--- config.mk ---
export PLATFORM = sky130hd
export DESIGN_NAME = z80_alu_with_flags_unit
export DESIGN_NICKNAME = d
export VERILOG_FILES = /design/src/hdl/z80alu_pkg.sv /design/src/hdl/z80alu_core.sv /design/src/hdl/z80_alu_with_flags_unit.sv
export SDC_FILE = /design/constraint.sdc
export NUM_CORES = 1
export LEC_CHECK = 0
export ABC_AREA = 0
export BUFFER_PORTS_ARGS = -buffer_cell sky130_fd_sc_hd__clkbuf_2
export CAP_MARGIN = 20
export CORE_AREA = 2 2 121 123
export CTS_BUF_LIST = sky130_fd_sc_hd__clkbuf_2
export DETAILED_ROUTE_END_ITERATION = 8
export DIE_AREA = 0 0 123 125
export PLACE_DENSITY = 0.82
export SYNTH_ARGS = -nofsm -noshare
export SYNTH_HDL_FRONTEND = slang
export SYNTH_SLANG_ARGS = --single-unit
--- constraint.sdc ---
create_clock -name clock -period 7.2 [get_ports clock]
set_clock_uncertainty 0.15 [all_clocks]
set_input_delay 0.36 -clock clock [delete_from_list [all_inputs] [get_ports clock]]
set_output_delay 0.36 -clock clock [all_outputs]
set_load 0.02 [all_outputs]
--- src/hdl/z80alu_pkg.sv ---
// ----------------------------------------------------------------------------
// z80alu_pkg
// Shared types, flag bit positions and the DAA correction table of the
// Z80-style ALU.
// ----------------------------------------------------------------------------
package z80alu_pkg;

   // operation selector codes
   typedef enum logic [4:0] {
      OP_ADD   = 5'd0,
      OP_ADC   = 5'd1,
      OP_SUB   = 5'd2,
      OP_SBC   = 5'd3,
      OP_AND   = 5'd4,
      OP_OR    = 5'd5,
      OP_XOR   = 5'd6,
      OP_INC   = 5'd7,
      OP_DEC   = 5'd8,
      OP_RLC   = 5'd9,
      OP_RRC   = 5'd10,
      OP_RL    = 5'd11,
      OP_RR    = 5'd12,
      OP_SLA   = 5'd13,
      OP_SRA   = 5'd14,
      OP_SLL   = 5'd15,
      OP_SRL   = 5'd16,
      OP_BIT   = 5'd17,
      OP_SET   = 5'd18,
      OP_RES   = 5'd19,
      OP_DAA   = 5'd20,
      OP_ADD16 = 5'd21,
      OP_ADC16 = 5'd22,
      OP_SBC16 = 5'd23,
      OP_RLD   = 5'd24,
      OP_RRD   = 5'd25
   } alu_op_type;

   // flag byte bit positions: S Z 5 H 3 PV N C
   localparam int F_C  = 0;
   localparam int F_N  = 1;
   localparam int F_PV = 2;
   localparam int F_3  = 3;
   localparam int F_H  = 4;
   localparam int F_5  = 5;
   localparam int F_Z  = 6;
   localparam int F_S  = 7;

   // ADD16 takes 5 H 3 N C from the high byte add, keeps S Z PV
   localparam logic [7:0] ADD16_NEW_MASK = 8'h3B;
   localparam logic [7:0] ADD16_OLD_MASK = 8'hC4;

   // DAA correction, row = {C, H}, column = nibble class
   localparam logic [0:3][0:5][7:0] DAA_ADJ = {
      8'h00, 8'h06, 8'h00, 8'h66, 8'h60, 8'h66,
      8'h06, 8'h06, 8'h06, 8'h66, 8'h66, 8'h66,
      8'h60, 8'h66, 8'h60, 8'h66, 8'h60, 8'h66,
      8'h66, 8'h66, 8'h66, 8'h66, 8'h66, 8'h66
   };

   typedef struct packed {
      alu_op_type  op;
      logic [15:0] operand_a;
      logic [15:0] operand_b;
      logic [7:0]  flags_in;
      logic [2:0]  bit_pos;
      logic        full_flags;
   } alu_req_type;

   typedef struct packed {
      logic [15:0] result;
      logic [7:0]  second_byte;
      logic [7:0]  flags_out;
   } alu_rsp_type;

endpackage

--- src/hdl/z80alu_core.sv ---
// ----------------------------------------------------------------------------
// z80alu_core
// Combinational datapath: one ALU operation with its result, write-back
// byte and new flags.
// ----------------------------------------------------------------------------
module z80alu_core (
   input  z80alu_pkg::alu_req_type req,
   output z80alu_pkg::alu_rsp_type rsp
);
   import z80alu_pkg::*;

   // returns {flags, result}
   function automatic logic [15:0] arith8(input logic [7:0] a, input logic [7:0] b,
                                          input logic cin, input logic sub);
      logic [8:0] r;
      logic [7:0] f;
      r = sub ? ({1'b0, a} - {1'b0, b} - {8'd0, cin})
              : ({1'b0, a} + {1'b0, b} + {8'd0, cin});
      f       = '0;
      f[F_C]  = r[8];
      f[F_N]  = sub;
      f[F_H]  = a[4] ^ b[4] ^ r[4];
      f[F_PV] = sub ? ((a[7] ^ b[7]) & (r[7] ^ a[7]))
                    : (~(a[7] ^ b[7]) & (r[7] ^ a[7]));
      f[F_Z]  = (r[7:0] == 8'h00);
      f[F_S]  = r[7];
      f[F_5]  = r[5];
      f[F_3]  = r[3];
      return {f, r[7:0]};
   endfunction

   function automatic logic [7:0] szp53(input logic [7:0] fi, input logic [7:0] v);
      logic [7:0] f;
      f       = fi;
      f[F_S]  = v[7];
      f[F_Z]  = (v == 8'h00);
      f[F_5]  = v[5];
      f[F_3]  = v[3];
      f[F_PV] = ~(^v);
      return f;
   endfunction

   function automatic logic [7:0] rot_flags(input logic [7:0] fi, input logic [7:0] v,
                                            input logic c, input logic full);
      logic [7:0] f;
      f      = fi;
      f[F_C] = c;
      f[F_H] = 1'b0;
      f[F_N] = 1'b0;
      f[F_5] = v[5];
      f[F_3] = v[3];
      if (full) begin
         f = szp53(f, v);
      end
      return f;
   endfunction

   logic [7:0]  a8;
   logic [7:0]  b8;
   logic [7:0]  fin;
   logic        cy;
   logic [15:0] ar8;
   logic [15:0] lo16;
   logic [15:0] hi16;
   logic        sub16;
   logic [3:0]  lo_nib;
   logic [3:0]  hi_nib;
   logic [2:0]  daa_cls;
   logic [7:0]  daa_corr;
   logic [7:0]  bit_mask;
   logic [7:0]  r8;
   logic [15:0] r16;
   logic [7:0]  sec;
   logic [7:0]  f;

   assign a8  = req.operand_a[7:0];
   assign b8  = req.operand_b[7:0];
   assign fin = req.flags_in;
   assign cy  = fin[F_C];

   // 8-bit add/sub: bit0 of the code selects carry in, bit1 selects subtract
   assign ar8 = arith8(a8, b8, req.op[0] & cy, req.op[1]);

   // 16-bit add/sub as two chained byte adds
   assign sub16 = (req.op == OP_SBC16);
   assign lo16  = arith8(a8, b8, (req.op != OP_ADD16) & cy, sub16);
   assign hi16  = arith8(req.operand_a[15:8], req.operand_b[15:8], lo16[8 + F_C], sub16);

   assign lo_nib   = a8[3:0];
   assign hi_nib   = a8[7:4];
   assign daa_cls  = {hi_nib > 4'd9, hi_nib == 4'd9, lo_nib > 4'd9};
   assign daa_corr = DAA_ADJ[{fin[F_C], fin[F_H]}][daa_cls];

   assign bit_mask = 8'd1 << req.bit_pos;

   always_comb begin
      r8  = 8'h00;
      r16 = 16'h0000;
      sec = 8'h00;
      f   = fin;
      case (req.op)
         OP_ADD, OP_ADC, OP_SUB, OP_SBC: begin
            r8 = ar8[7:0];
            f  = ar8[15:8];
         end
         OP_AND: begin
            r8     = a8 & b8;
            f      = szp53(8'h00, r8);
            f[F_H] = 1'b1;
         end
         OP_OR: begin
            r8 = a8 | b8;
            f  = szp53(8'h00, r8);
         end
         OP_XOR: begin
            r8 = a8 ^ b8;
            f  = szp53(8'h00, r8);
         end
         OP_INC: begin
            r8      = a8 + 8'd1;
            f       = 8'h00;
            f[F_C]  = cy;
            f[F_PV] = (a8 == 8'h7F);
            f[F_H]  = (r8[3:0] == 4'h0);
            f[F_S]  = r8[7];
            f[F_5]  = r8[5];
            f[F_3]  = r8[3];
            f[F_Z]  = (r8 == 8'h00);
         end
         OP_DEC: begin
            r8      = a8 - 8'd1;
            f       = 8'h00;
            f[F_C]  = cy;
            f[F_N]  = 1'b1;
            f[F_PV] = (a8 == 8'h80);
            f[F_H]  = (r8[3:0] == 4'hF);
            f[F_S]  = r8[7];
            f[F_5]  = r8[5];
            f[F_3]  = r8[3];
            f[F_Z]  = (r8 == 8'h00);
         end
         OP_RLC: begin
            r8 = {a8[6:0], a8[7]};
            f  = rot_flags(fin, r8, a8[7], req.full_flags);
         end
         OP_RRC: begin
            r8 = {a8[0], a8[7:1]};
            f  = rot_flags(fin, r8, a8[0], req.full_flags);
         end
         OP_RL: begin
            r8 = {a8[6:0], cy};
            f  = rot_flags(fin, r8, a8[7], req.full_flags);
         end
         OP_RR: begin
            r8 = {cy, a8[7:1]};
            f  = rot_flags(fin, r8, a8[0], req.full_flags);
         end
         OP_SLA: begin
            r8 = {a8[6:0], 1'b0};
            f  = rot_flags(fin, r8, a8[7], 1'b1);
         end
         OP_SRA: begin
            r8 = {a8[7], a8[7:1]};
            f  = rot_flags(fin, r8, a8[0], 1'b1);
         end
         OP_SLL: begin
            r8 = {a8[6:0], 1'b1};
            f  = rot_flags(fin, r8, a8[7], 1'b1);
         end
         OP_SRL: begin
            r8 = {1'b0, a8[7:1]};
            f  = rot_flags(fin, r8, a8[0], 1'b1);
         end
         OP_BIT: begin
            r8     = a8;
            f      = 8'h00;
            f[F_C] = cy;
            f[F_H] = 1'b1;
            f[F_5] = a8[5];
            f[F_3] = a8[3];
            if (a8[req.bit_pos]) begin
               f[F_S] = (req.bit_pos == 3'd7);
            end else begin
               f[F_Z]  = 1'b1;
               f[F_PV] = 1'b1;
            end
         end
         OP_SET: begin
            r8 = a8 | bit_mask;
         end
         OP_RES: begin
            r8 = a8 & ~bit_mask;
         end
         OP_DAA: begin
            r8     = fin[F_N] ? (a8 - daa_corr) : (a8 + daa_corr);
            f      = 8'h00;
            f[F_N] = fin[F_N];
            f[F_C] = (daa_cls >= 3'd3) | cy;
            f[F_H] = fin[F_N] ? (fin[F_H] & (lo_nib <= 4'd5)) : (lo_nib > 4'd9);
            f      = szp53(f, r8);
         end
         OP_ADD16, OP_ADC16, OP_SBC16: begin
            r16    = {hi16[7:0], lo16[7:0]};
            f      = hi16[15:8];
            f[F_Z] = (r16 == 16'h0000);
            f[F_S] = r16[15];
            if (req.op == OP_ADD16) begin
               f = (f & ADD16_NEW_MASK) | (fin & ADD16_OLD_MASK);
            end
         end
         OP_RLD: begin
            r8     = {a8[7:4], b8[7:4]};
            sec    = {b8[3:0], a8[3:0]};
            f      = 8'h00;
            f[F_C] = cy;
            f      = szp53(f, r8);
         end
         OP_RRD: begin
            r8     = {a8[7:4], b8[3:0]};
            sec    = {a8[3:0], b8[7:4]};
            f      = 8'h00;
            f[F_C] = cy;
            f      = szp53(f, r8);
         end
         default: begin
            r8 = 8'h00;
         end
      endcase
   end

   assign rsp.result      = ((req.op == OP_ADD16) || (req.op == OP_ADC16) ||
                             (req.op == OP_SBC16)) ? r16 : {8'h00, r8};
   assign rsp.second_byte = sec;
   assign rsp.flags_out   = f;

endmodule

--- src/hdl/z80_alu_with_flags_unit.sv ---
// ----------------------------------------------------------------------------
// z80_alu_with_flags_unit
// Z80-style 8/16-bit ALU with full flag generation, registered in and out.
// ----------------------------------------------------------------------------
// Usage: drive an operation on the req_ ports with start high; it is
// transferred at that clock edge since busy is always low, so a new
// operation may be issued every cycle. Each transfer yields exactly one
// result, shown on the rsp_ ports with rsp_valid high for a single cycle.
// Each operation passes the input register, one pass of combinational ALU
// logic and the result register. The receiver cannot stall: results must
// be captured in the cycle that rsp_valid is high. Results come out in
// issue order. Flags follow the S Z 5 H 3 PV N C layout, including the
// undocumented bits 5 and 3; PV is the result's parity for logic ops,
// DAA, RLD/RRD and full-flag shifts, and overflow for 8-bit arithmetic.
// rsp_second_byte carries the memory byte for RLD/RRD and is zero
// otherwise. There is no state kept between operations.
// ----------------------------------------------------------------------------
module z80_alu_with_flags_unit (
   input  logic        clock,
   input  logic        reset,
   input  logic        start,
   output logic        busy,
   input  logic [4:0]  req_type,
   input  logic [15:0] req_operand_a,
   input  logic [15:0] req_operand_b,
   input  logic [7:0]  req_flags_in,
   input  logic [2:0]  req_bit_pos,
   input  logic        req_full_flags,
   output logic        rsp_valid,
   output logic [15:0] rsp_result,
   output logic [7:0]  rsp_second_byte,
   output logic [7:0]  rsp_flags_out
);
   import z80alu_pkg::*;

   // input stage
   logic        req_valid_ff;
   logic        req_valid_in;
   alu_req_type req_ff;
   alu_req_type req_in;

   // output stage
   logic        rsp_valid_ff;
   alu_rsp_type rsp_ff;
   alu_rsp_type rsp_in;

   // single-pass datapath never backs up
   assign busy = 1'b0;

   assign req_valid_in       = start & ~busy;
   assign req_in.op          = alu_op_type'(req_type);
   assign req_in.operand_a   = req_operand_a;
   assign req_in.operand_b   = req_operand_b;
   assign req_in.flags_in    = req_flags_in;
   assign req_in.bit_pos     = req_bit_pos;
   assign req_in.full_flags  = req_full_flags;

   always_ff @(posedge clock) begin
      if (reset) begin
         req_valid_ff <= 1'b0;
         rsp_valid_ff <= 1'b0;
      end else begin
         req_valid_ff <= req_valid_in;
         rsp_valid_ff <= req_valid_ff;
      end
   end

   // payload: capture only on a transfer, no reset needed
   always_ff @(posedge clock) begin
      if (req_valid_in) begin
         req_ff <= req_in;
      end
      if (req_valid_ff) begin
         rsp_ff <= rsp_in;
      end
   end

   z80alu_core u_core (
      .req (req_ff),
      .rsp (rsp_in)
   );

   assign rsp_valid       = rsp_valid_ff;
   assign rsp_result      = rsp_ff.result;
   assign rsp_second_byte = rsp_ff.second_byte;
   assign rsp_flags_out   = rsp_ff.flags_out;

endmodule

Yosys cells after proc, flatten, opt, wreduce, memory -nomap -nowiden. Cells that the tools add are included.

Register bits after elaboration: 83. Bits of input ports: 52. Output and inout bits: 34. Word-level logic and storage cells: 169.

$add $sub $neg: 14. Order comparisons: 7. Eq/ne operators: 31. Shift-type cells: 1. Mux-type cells: 27. Bitwise operators: 40. Reduce and logical (&&, ||, !) cells: 37.

Operators by type and width (number): $pmux W8 S20 (1); $pmux W8 S19 (1); $logic_not A8 Y1 (14); $reduce_xor A8 Y1 (13); $bmux W48 S2 (1); $mux W48 (2); $mux W8 (10); $eq A5 B5 Y1 const B (10); $eq A5 B4 Y1 const B (8); $add A9 B1 Y9 (3); $mux W9 (3); $sub A9 B1 Y9 (3); $bmux W8 S3 (1); $eq A5 B3 Y1 const B (4); $add A8 B8 Y9 (2); $sub A8 B8 Y9 (2); $and A8 B8 Y8 (2); $logic_not A16 Y1 (1); $or A8 B8 Y8 (2); $pmux W8 S2 (1); $not A1 Y1 (15); $logic_not A7 Y1 (2); $eq A5 B2 Y1 const B (2); $add A8 B1 Y8 const B (1); 32 further kinds (53).

Longest topological paths before layout.
Word-level depth: 12. Gate-level depth with buffers: 26.

Modules after synthesis. Synthesis repeated with hierarchy kept, for this count alone.

Cells, all modules: 948. Area, all modules: 8538.2 um2.

By module, submodules not included: z80alu_core (times used 1, cells an instance 861, area each 6042.0 um2, seq. area each 0.0 um2); z80_alu_with_flags_unit (times used 1, cells an instance 87, area each 2496.1 um2, seq. area each 2472.4 um2).

Least setup slack after synthesis. No wires, ideal clock.

Kind: register -> register. Start point: reg req_ff[28] (netlist name). End point: reg rsp_ff, in the netlist rsp_flags_out[0] (data pin). Setup time: 261 ps. Arrival time: 4927 ps. Data required time: 6789 ps. Path slack: 1863 ps. Cell stages (with the launch flop): 24. Path buffers: 1. Path through: edfxtp_1 > clkbuf_1 > inv_1 > ha_1 > fa_1 > nor2b_1 > nor3_1 > xnor2_1 > and3_4 > nand4_1 > nor2_1 > xnor2_1 > a21o_1 > fa_1 > inv_1 > fa_1 > nand2b_1 > a21oi_1 > o21ai_0 > a21o_1 > a21oi_1 > xnor2_1 > o21ai_0 > a221o_1.

RTL lines: start: declaration (line z80_alu_with_flags_unit.sv:39) `alu_req_type req_ff;`; start signal: assignment (line z80_alu_with_flags_unit.sv:71) `req_ff <= req_in;`; end signal: assignment (line z80_alu_with_flags_unit.sv:74) `rsp_ff <= rsp_in;`; end: declaration (line z80_alu_with_flags_unit.sv:44) `alu_rsp_type rsp_ff;`.

==> metrics.yaml <==
fillCellCount: 1132
proportion_of_layout_cells_with_a_drive_suffix_above_1: 0.1414
timing.critical_path.slowest_cell_delay_ps: 640
cp.required_ps: 7500
critical_path.reg2reg.startpoint: "req_ff[30]"
crit_path_cell_trace: "buf_4, inv_1, ha_1, inv_1, ha_1, nor2b_1, nor3_1, xnor2_1, and3_4, nand4_1, nor2_1, xnor2_1, a21o_1, fa_1, inv_1, fa_1, nand2b_1, a21oi_1, o21ai_0, a21o_1, a21oi_1, xnor2_1, o21ai_0, a221o_1"
initialDrtViolationCount: 1188
avgSynthCellArea_um2: 9.094
top_usage_layer: "met2"
finalWirelength_mm: 30.86
layout.cells.most_common_list: "ha_1, clkbuf_2, edfxtp_1, nor2_1, xnor2_1"
cts_buffers: 9
routed_wire_length_per_instance_um: 24.63
power_report.internal_total_w: 0.001096
period_needed_ps: 6234
power_per_cell_area_nw_per_um2: 199.8
synth_net_count: 1110
main_combinational_cell_family_by_area_after_synthesis: "compound AO/OA/AOI/OAI gates"
final_max_slew_viol_count: 0
tightest_slew_ps: 988.3
use_met3: 0.1104
worst_slew_margin_rel: 0.3411
met1_usage: 0.5555
synth-xor-area-share: 0.1087
leakage_nw: 4.034
design.portCount: 86
postSynth.asyncResetShare: 0
startpoint_type: "flop"
synth-adder-area-share: 0.1730
remaining_overflow_grt: 0
synth_compound_gate_area_share: 0.1945
cp_max_fo: 18
global_route.usage.met2: 0.6084
cts-root-to-sink-buffers: 2
power.net_switching_w: 0.0008584
final-hold-violation-count: 0
synthToLayoutAreaGrowth_pct: 14.02
clock_power_share: 0.164
worst_hold_path_type: "in2reg"
final_core_utilization: 0.6884
largest_net_degree_at_the_start_of_global_routing: 51
crit-reg2reg-capture: "rsp_flags_out[0]"
cts_root_buf: "clkbuf_2"
maxCapViolations: 0
setup_tns_ps: 0
global_route_wire_length_before_repair_mm: 47.23
critical_path.endpoint: "rsp_flags_out[0]"
antenna_violating_nets_post_route: 0
die_height_um: 125
rows: 44
first_global_vias: 8157
fin_nets: 1230
placeableCoreArea_um2: 14200
rsz0062_at_grt: "false"
place.gp.congestion: 1.069
yosys-mux-area-fraction: 0.01532
cpMaxStageDelayCell: "xnor2_1"
die_x_um: 123
p_comb_frac: 0.518
tritoncts: "done"
mean_number_of_vias_per_cell: 6.679
cts_max_level: 3
clock-sinks: 83
post_cts_resize_count: 0
dpl.cell_count: 1186
fmax_ghz: 0.1604
crit_path_start: "req_ff[30]"
critPathArrivalTime_ps: 6530
switching_portion_of_total_power: 0.4393
first_pass_iters: 8
cp-end-kind: "flop"
ys_types: 83
rr_worst_depth: 24
cts_clock_pin_slew_for_the_worst_setup_and_hold_paths_ps: 310
post-layout-total-power_w: 0.001954
power.ir.vdd_worst_mv: 0.1200
layout.cells.non_filler: 1253
run_status: "finished, final reports clean"
timing.hold.ws_ps: 168.8
tcrit_tclk_final: 0.8658
dr_total_vias: 8369
clock_latency_ps: 680
gr-usage-all-layers: 0.4082
synthCells: 943
synth_seq_area_share: 0.2883
synth_area_um2: 8576
most_used_flip_flop_cell_after_synthesis: "edfxtp_1"
die_footprint_um2: 15380
finalSetupViolations: 0
mostFrequentLayoutCell: "ha_1"
seq_power_share: 0.318
ys_warn_count: 0
drc: 0
post_synth_edffs: 81
place.detailed.hpwl_mm: 22.65
place.port_buffers: 84
reg2reg_setup_slack_ps: 970
starting_utilization_of_the_core_area: 0.6038
critical_path_class: "reg2reg"
yosys_register_bits: 83
yosys.area_share.simple: 0.1615
grt_antenna_before_repair: 1
==> power by group through the flow <==
stage / sequential [W] / combinational, W / clock (W)
2_1_floorplan: 0.000638 / 0.000672 / 0
5_1_grt: 0.000626 / 0.00108 / 0.000335
3_5_place_dp: 0.000630 / 0.000949 / 0
6_report: 0.000622 / 0.00101 / 0.000320
3_3_place_gp: 0.000629 / 0.000935 / 0
4_1_cts: 0.000619 / 0.000976 / 0.000318
==> area by class of cell <==
| type | instances | area (um2) | area share |
|---|---|---|---|
| inverter | 68 | 255.2 | 0.02610 |
| tap | 184 | 230.2 | 0.02354 |
| clock buffer | 9 | 45.04 | 0.004607 |
| multi-input combinational | 748 | 5604 | 0.5731 |
| sequential | 83 | 2472 | 0.2528 |
| timing repair buffer | 153 | 1064 | 0.1088 |
| antenna | 1 | 2.502 | 0.0002559 |
| clock inverter | 7 | 105.1 | 0.01075 |
==> per-stage QoR <==
stage               area, um2  setup WS (ps)
global placement         9125           1499
detailed placement       9125           1241
finish                   9778          966.3
floorplan                8576           1863
CTS                      9776           1196
global route             9778          662.9
==> critical path, delay by kind of cell, from the launching register on <==
family,cells,cell delay (ps)
buffers and inverters,4,780
and+or+nand+nor,6,1060
DFF,1,390
AOI/OAI and AO/OA,7,1480
xor gates and xnor gates,3,930
adders and majority gates,4,1290
==> sequential cells by signal, indices dropped and copies added, names as in the netlist <==
name	count
req_ff	49
req_valid_ff	1
rsp_flags_out	8
rsp_result	16
rsp_second_byte	8
rsp_valid	1
==> per-layer routing <==
| metal | wire length (um) | part of all wire |
|---|---|---|
| met1 | 12270 | 0.40 |
| met3 | 3687 | 0.12 |
| met2 | 13320 | 0.43 |
| met5 | 39 | 0.0013 |
| met4 | 1541 | 0.050 |
==> timing repair <==
action	4_1_cts	5_1_grt
endpoints found under the hold margin	51	0
hold buffers	50	0
buffers inserted	0	0
==> kinds of logic (layout without fill, tap and decap cells) <==
family / Yosys count / after routing
buffers and inverters: 112 / 237
flip-flops: 83 / 83
multiplexers: 10 / 10
XOR/XNOR: 103 / 103
AO/OA/AOI/OAI: 238 / 238
other: 1 / 2
adder cells (fa/ha/maj): 115 / 115
AND/OR/NAND/NOR: 281 / 281
==> synth_stat cells (all sizes together), types with 5 or more instances <==
| master | count | share of area |
|---|---|---|
| nand4 | 13 | 0.0095 |
| a221oi | 13 | 0.015 |
| edfxtp | 81 | 0.28 |
| mux2i | 6 | 0.0070 |
| a32oi | 6 | 0.0061 |
| nor3 | 19 | 0.011 |
| ha | 109 | 0.16 |
| o22ai | 6 | 0.0044 |
| or2 | 6 | 0.0044 |
| fa | 6 | 0.014 |
| a22o | 10 | 0.010 |
| nand2 | 70 | 0.031 |
| nor2b | 13 | 0.0095 |
| a21o | 6 | 0.0053 |
| inv | 68 | 0.030 |
| o211ai | 8 | 0.0070 |
| nand3 | 28 | 0.017 |
| xnor2 | 80 | 0.085 |
| xor2 | 23 | 0.023 |
| nor2 | 80 | 0.035 |
| nand2b | 13 | 0.0095 |
| o221ai | 5 | 0.0051 |
| o21ai | 52 | 0.030 |
| o31ai | 5 | 0.0044 |
| a22oi | 11 | 0.0096 |
| nor4 | 8 | 0.0058 |
| nor3b | 8 | 0.0070 |
| a21oi | 51 | 0.031 |
| o21a | 8 | 0.0070 |
| a31oi | 14 | 0.010 |
| and3 | 9 | 0.0074 |
| buf | 21 | 0.018 |
| clkbuf | 23 | 0.010 |
| a211oi | 7 | 0.0061 |
==> worst min path at each step <==
stage | depth (start not counted) | end | slack (ps) | start
global placement | 1 | req_ff[19] | 390 | req_operand_b[7]
global route | 2 | req_ff[24] | 190 | start
CTS | 2 | req_ff[24] | 200 | start
floorplan | 1 | req_valid_ff | 280 | reset
detailed placement | 1 | req_ff[0] | 390 | req_full_flags
finish | 2 | req_ff[24] | 170 | start
(Power assumes the default switching activity.)
